`src/design/hptq_pkg.sv`:
```
`timescale 1ns / 1ps
package hptq_pkg;

  localparam logic KIND_LOAD  = 1'b0;
  localparam logic KIND_PIXEL = 1'b1;

  localparam logic CFG_NEGATIVE  = 1'b0;
  localparam logic CFG_NONFINITE = 1'b1;

  localparam logic [1:0] CLS_MAPPED    = 2'd0;
  localparam logic [1:0] CLS_NONFINITE = 2'd1;
  localparam logic [1:0] CLS_NEGATIVE  = 2'd2;
  localparam logic [1:0] CLS_UNUSED    = 2'd3;

  localparam logic [7:0] COLOR_ALPHA = 8'hFF;
  localparam int         CODE_MAX    = 255;

  // Status that one search lane reports to the top level
  typedef struct packed {
    logic       done;
    logic [7:0] code;
  } lane_status_t;

  function automatic logic f_is_nan(logic [31:0] a);
    return (a[30:23] == 8'hFF) && (a[22:0] != 23'd0);
  endfunction

  function automatic logic f_is_nonfinite(logic [31:0] a);
    return a[30:23] == 8'hFF;
  endfunction

  // Single-precision a < b; false when either side is NaN
  function automatic logic f_lt(logic [31:0] a, logic [31:0] b);
    logic res;
    res = 1'b0;
    if (f_is_nan(a) || f_is_nan(b)) begin
      res = 1'b0;
    end else if ((a[30:0] == 31'd0) && (b[30:0] == 31'd0)) begin
      res = 1'b0;
    end else if (a[31] != b[31]) begin
      res = a[31];
    end else if (!a[31]) begin
      res = a[30:0] < b[30:0];
    end else begin
      res = a[30:0] > b[30:0];
    end
    return res;
  endfunction

  function automatic logic f_is_negative(logic [31:0] a);
    return a[31] && (a[30:0] != 31'd0) && !f_is_nan(a);
  endfunction

endpackage

```
`src/design/hptq_merge.sv`:
```
`timescale 1ns / 1ps
module hptq_merge
  import hptq_pkg::*;
(
  input  logic [31:0]  red,
  input  logic [31:0]  green,
  input  logic [31:0]  blue,
  input  lane_status_t red_lane,
  input  lane_status_t green_lane,
  input  lane_status_t blue_lane,
  input  logic [31:0]  negative_color,
  input  logic [31:0]  nonfinite_color,
  output logic [31:0]  word,
  output logic [1:0]   cls
);

  logic nonfin;
  logic neg;

  assign nonfin = f_is_nonfinite(red) || f_is_nonfinite(green) || f_is_nonfinite(blue);
  assign neg    = f_is_negative(red) || f_is_negative(green) || f_is_negative(blue);

  // Negative overrides non-finite, which overrides the mapped word
  always_comb begin
    if (neg) begin
      word = negative_color;
      cls  = CLS_NEGATIVE;
    end else if (nonfin) begin
      word = nonfinite_color;
      cls  = CLS_NONFINITE;
    end else begin
      word = {COLOR_ALPHA, red_lane.code, green_lane.code, blue_lane.code};
      cls  = CLS_MAPPED;
    end
  end

endmodule

```
`config.mk`:
```
export PLATFORM = sky130hd
export DESIGN_NAME = hptq_merge
export DESIGN_NICKNAME = d
export VERILOG_FILES = /design/src/design/hptq_pkg.sv /design/src/design/hptq_merge.sv
export SDC_FILE = /design/constraint.sdc
export NUM_CORES = 1
export LEC_CHECK = 0
export BUFFER_PORTS_ARGS = -buffer_cell sky130_fd_sc_hd__buf_2
export CAP_MARGIN = 20
export CELL_PAD_IN_SITES_DETAIL_PLACEMENT = 1
export CELL_PAD_IN_SITES_GLOBAL_PLACEMENT = 1
export CORE_AREA = 2 2 91 93
export DETAILED_ROUTE_END_ITERATION = 8
export DIE_AREA = 0 0 93 95
export PLACE_DENSITY = 0.86
export SETUP_SLACK_MARGIN = 0.4
export SKIP_LAST_GASP = 1
export SLEW_MARGIN = 20
export SYNTH_ARGS = -nofsm -noshare
export SYNTH_HDL_FRONTEND = slang
export SYNTH_SLANG_ARGS = --single-unit
```
`constraint.sdc`:
```
create_clock -name vclk -period 2.87
set_input_delay 0.574 -clock vclk [all_inputs]
set_output_delay 0.574 -clock vclk [all_outputs]
set_load 0.01 [all_outputs]
```
### Word-level counts from Yosys, hierarchy flattened

Index checks and enable logic that the tools add are counted.

* register bits after elaboration: 0
* output and inout bits: 34

* equality and inequality tests: 3
* multiplexer cells: 4
* reduce and logical (&&, ||, !) cells: 22

Operators by type and width (number)
* nonzero test 31 bit: 3
* nonzero test 23 bit: 3
* two-way mux 32 bit: 2
* == test 8 bit, second input constant: 3
* logical AND 1 bit: 9
* logical OR 1 bit: 4
* zero test 1 bit: 3
* two-way mux 2 bit: 1
* two-way mux 1 bit: 1

### Logic depth before layout (Yosys ltp)

* depth in word-level cells: 7
* mapped depth: 8
* depth with buffers taken out: 6

### Worst setup path before layout

OpenSTA, ideal clock, no wires.

* path kind: input to output
* start point: input port red[27]
* end point: output port word[10]
* arrival: 2.203 ns
* data required time: 2.296 ns
* slack: 0.093 ns
* stages on the path: 7
* path through: or4_1 -> o21ai_1 -> o31ai_1 -> a311o_1 -> buf_6 -> buf_12 -> mux2_4

* longest elaborated chain between the ends: 7
* elaborated cells between the ends (all ways): 12

Ends and longest elaborated chain
* from (decl): line hptq_merge.sv:5 `input logic [31:0] red,`
* == test 8 bit: line hptq_pkg.sv:25, hptq_pkg.sv:29
* logical AND 1 bit: line hptq_pkg.sv:25 `return (a[30:23] == 8'hFF) && (a[22:0] != 23'd0);`
* zero test 1 bit: line hptq_pkg.sv:51 `return a[31] && (a[30:0] != 31'd0) && !f_is_nan(a);`
* logical AND 1 bit: line hptq_pkg.sv:51
* logical OR 1 bit (2 in a row): line hptq_merge.sv:21 `assign neg = f_is_negative(red) || f_is_negative(green) || f_is_negative(blue);`
* two-way mux 32 bit *: line hptq_merge.sv:25 `if (neg) begin`
* to (decl): line hptq_merge.sv:13 `output logic [31:0] word,`

Mark *: on every way between the ends. The rest lies on a longest branch, timed or not.

### Worst setup path after layout

* start point: input port blue[27]
* end point: output port word[9]

* longest elaborated chain between the ends: 6
* elaborated cells between the ends (all ways): 10

Ends and longest elaborated chain
* from (decl): line hptq_merge.sv:7 `input logic [31:0] blue,`
* == test 8 bit: line hptq_pkg.sv:25, hptq_pkg.sv:29
* logical AND 1 bit: line hptq_pkg.sv:25
* zero test 1 bit: line hptq_pkg.sv:51
* logical AND 1 bit: line hptq_pkg.sv:51
* logical OR 1 bit: line hptq_merge.sv:21
* two-way mux 32 bit *: line hptq_merge.sv:25

Marks and branches as above.

==> results.md <==
Outcome:
- The flow ran to the end, but the final reports show violations.
- The final reports fail on negative setup slack.

Job:
- Max-cap violations in this run came to 0.

Floorplan:
- The core region area is 7930 um^2.
- The floorplan step defined a die boundary enclosing 8840 um^2.
- The number of standard-cell rows in the floorplan is 33.
- The total I/O pin count is 221.
- Once the floorplan was initialized, standard cells occupied 14.4% of the core.
- From left edge to right edge, the die measures 93 um.
- The die is 95 um tall.

Critical path:
- Data on the critical path is required at its endpoint by 2.30 ns.
- Along the worst path, the maximum fanout reaches 17.
- STA puts the critical path data arrival time at 2.56 ns.
- STA classifies the critical path endpoint as an output pin.
- The worst setup path is of the in2out kind.
- STA classifies the critical path startpoint as an input port.

Power:
- The design draws 0.306 mW.
- The analysis attributes to net switching a power of 0.114 mW.
- Sequential cells account for 0% of the total power.
- For this design the static power due to leakage is 1.42 nW.
- The power density of the placed cells is 120 nW/um^2.
- The share of power burned in combinational logic is 100.0%.
- The cell internal power dissipation is 0.192 mW.
- The worst-case IR drop observed on VDD is 0.0000443 V.
- Of the total power, the share spent switching nets is 37.3%.
- The share of power burned in the clock network is 0%.

Detailed routing:
- In the final routed layout, each cell accounts on average for 14.5 um.
- The routed wire length is 6600 um.
- The DRC violations left is 0.
- The detailed-route vias per instance is 4.34.
- The number of nets still failing antenna checks after routing is 0.
- The number of detailed-route iterations in the first pass is 2.
- The detailed router finished its first iteration with 22 violations.
- The number of vias after detailed routing is 1969.

Placement:
- At the end of routability-driven placement, the weighted congestion stood at 0.776.
- Input and output buffers added on the ports amount to 218.
- Counting tap cells, the placed design contains a total of 448 instances.
- After legalization and detailed placement, the total HPWL measured 5520 um.

Synthesis:
- Ranked by instance count, the synthesized netlist is headed by sky130_fd_sc_hd__mux2_2 (28), sky130_fd_sc_hd__mux2_4 (20), sky130_fd_sc_hd__nor4_1 (17).
- After synthesis, flip-flops and latches occupy 0% of the total area.
- By instance count, the leading cell after synthesis is sky130_fd_sc_hd__mux2_2.
- Summed over all instances, the cell type with the most area after synthesis is sky130_fd_sc_hd__mux2_2.
- The net count of the mapped netlist is 318.
- The warning count from the yosys run is 0.
- The cell count after synthesis is 131.
- In the post-synthesis netlist, the biggest area contributors are sky130_fd_sc_hd__mux2_2 (28%), sky130_fd_sc_hd__mux2_4 (26%), sky130_fd_sc_hd__nor4_1 (9.3%).
- The summed instance area of the synthesized netlist is 1140 um^2.
- The unique cell type count in the Yosys netlist is 22.
- The share of Yosys cell area claimed by the top area cell type is 27.6%.
- The mean instance size in the synthesized netlist is 8.73 um^2.

Layout:
- The number of antenna diodes in the final layout is 0.
- The count of cells in the finished layout, fillers not included, comes to 454.
- The filler cell count in the final layout is 1008.
- The footprint of the flip-flops and latches is 0 um^2.
- In the final layout, the share of cells above drive strength 1 is 81.7%.
- The net count of the finished layout is 538.
- The area growth from synthesis to layout is 123%.
- The multi-input logic area is 1130 um^2.
- The design has 0 sequential cells.
- The clock buffers instantiated in the layout total 0.

Global routing:
- In the global route stage, met1 resource usage came out at 13.1%.
- The wire length of the first global-routing pass is 9260 um.
- Global routing used 12.7% of the available tracks.
- Global routing consumed, on the met2 layer, 27.6% of the routing resources.
- The busiest layer in global routing is met2.
- The largest net degree at the start of global routing is 35.
- The number of global-route vias before repair is 2052.
- The leftover overflow at the end of global routing is 0.
- The global-route met3 utilization is 1.92%.
- The initial antenna violation count came to 0.

Timing:
- The smallest hold slack is 1.45 ns.
- The setup-violating endpoint count in the final report is 34.
- The worst pin sits at a relative slew slack of 81.3%.
- The post-layout minimum cycle time is 3.13 ns.
- The max-slew violation count is 0.
- The final hold violation count was 0.
- Of the available clock period, the critical path in the final layout requires 109%.
- For this run, the top clock speed supported by timing is 0.319 GHz.
- The final worst setup slack is -0.263 ns.
- Setup repair after global routing could not meet its margin everywhere.
- The transition time at the pin with the least slew margin is 0.278 ns.
- The sum of negative setup slack is -7.24 ns.

Worst hold path:
- The path category of the worst min-delay check is in2out.

Clock tree:
- In this run, post-CTS hold repair placed 0 buffers.
-- repair_timing --
item                                    4_1_cts  5_1_grt
gates resized for setup                       0       20
endpoints found under the setup margin       34       34
pin swaps                                     1        2
cloned                                        0        3
setup buffers                                 0        3
-- critical path: stages --
cell and delay (ns):
sky130_fd_sc_hd__buf_2 0.10, sky130_fd_sc_hd__or4_1 0.52, sky130_fd_sc_hd__o21ai_1 0.14, sky130_fd_sc_hd__mux2i_1 0.10
sky130_fd_sc_hd__a311o_2 0.45, sky130_fd_sc_hd__buf_12 0.19, sky130_fd_sc_hd__mux2_4 0.32, sky130_fd_sc_hd__buf_2 0.14
-- cell type report --
cell class,instances,area share (%)
inverters,8,1.18
multi-input cells,115,44.2
well taps,105,5.14
repair buffers,226,49.5
-- path summary, 6_finish.rpt --
check              start       to  slack, ns  cells past startpoint
max             blue[27]  word[9]      -0.26                      8
min    negative_color[8]  word[8]       1.45                      3
-- kinds of logic (layout without fill, tap and decap cells) --
logic type | after synthesis | after routing | synth area share [%]
muxes | 57 | 57 | 61.7
buffers and inverters | 16 | 234 | 9.63
and+or+nand+nor | 51 | 51 | 24.6
AOI/OAI and AO/OA | 7 | 7 | 4.05
-- through the flow --
| step | area, um^2 | setup WS (ns) | util (%) |
|---|---|---|---|
| detailed placement | 2380 | -0.247 | 30.0 |
| floorplan | 1190 | 0.106 | - |
| global placement | 2380 | -0.230 | 30.0 |
| CTS | 2380 | -0.247 | 30.0 |
| global route | 2550 | -0.329 | 32.2 |
| finish | 2550 | -0.263 | 32.2 |
-- layer usage --
metal	part of all wire [%]	vias to the layer above
met5	0	-
met4	0	0
met3	9.2	0
met2	59	109
met1	32	907
li1	-	953
-- cell usage in the layout (no fill, tap or decap), drive strengths merged --
| cell type | instances |
|---|---|
| nor2 | 13 |
| o21ai | 4 |
| nand4 | 8 |
| mux2 | 48 |
| nor3 | 4 |
| inv | 8 |
| o221ai | 1 |
| nand3 | 2 |
| and4 | 1 |
| buf | 225 |
| a311o | 1 |
| or4 | 4 |
| o31ai | 1 |
| nor4 | 17 |
| mux2i | 9 |
| nand2 | 2 |
| clkbuf | 1 |
-- power by group through the flow --
stage	Sequential (mW)	Combinational, mW	Clock [mW]
global placement	0	0.271	0
finish	0	0.306	0
floorplan	0	0.117	0
detailed placement	0	0.283	0
global route	0	0.333	0
CTS	0	0.284	0
(Power assumes the default switching activity.)
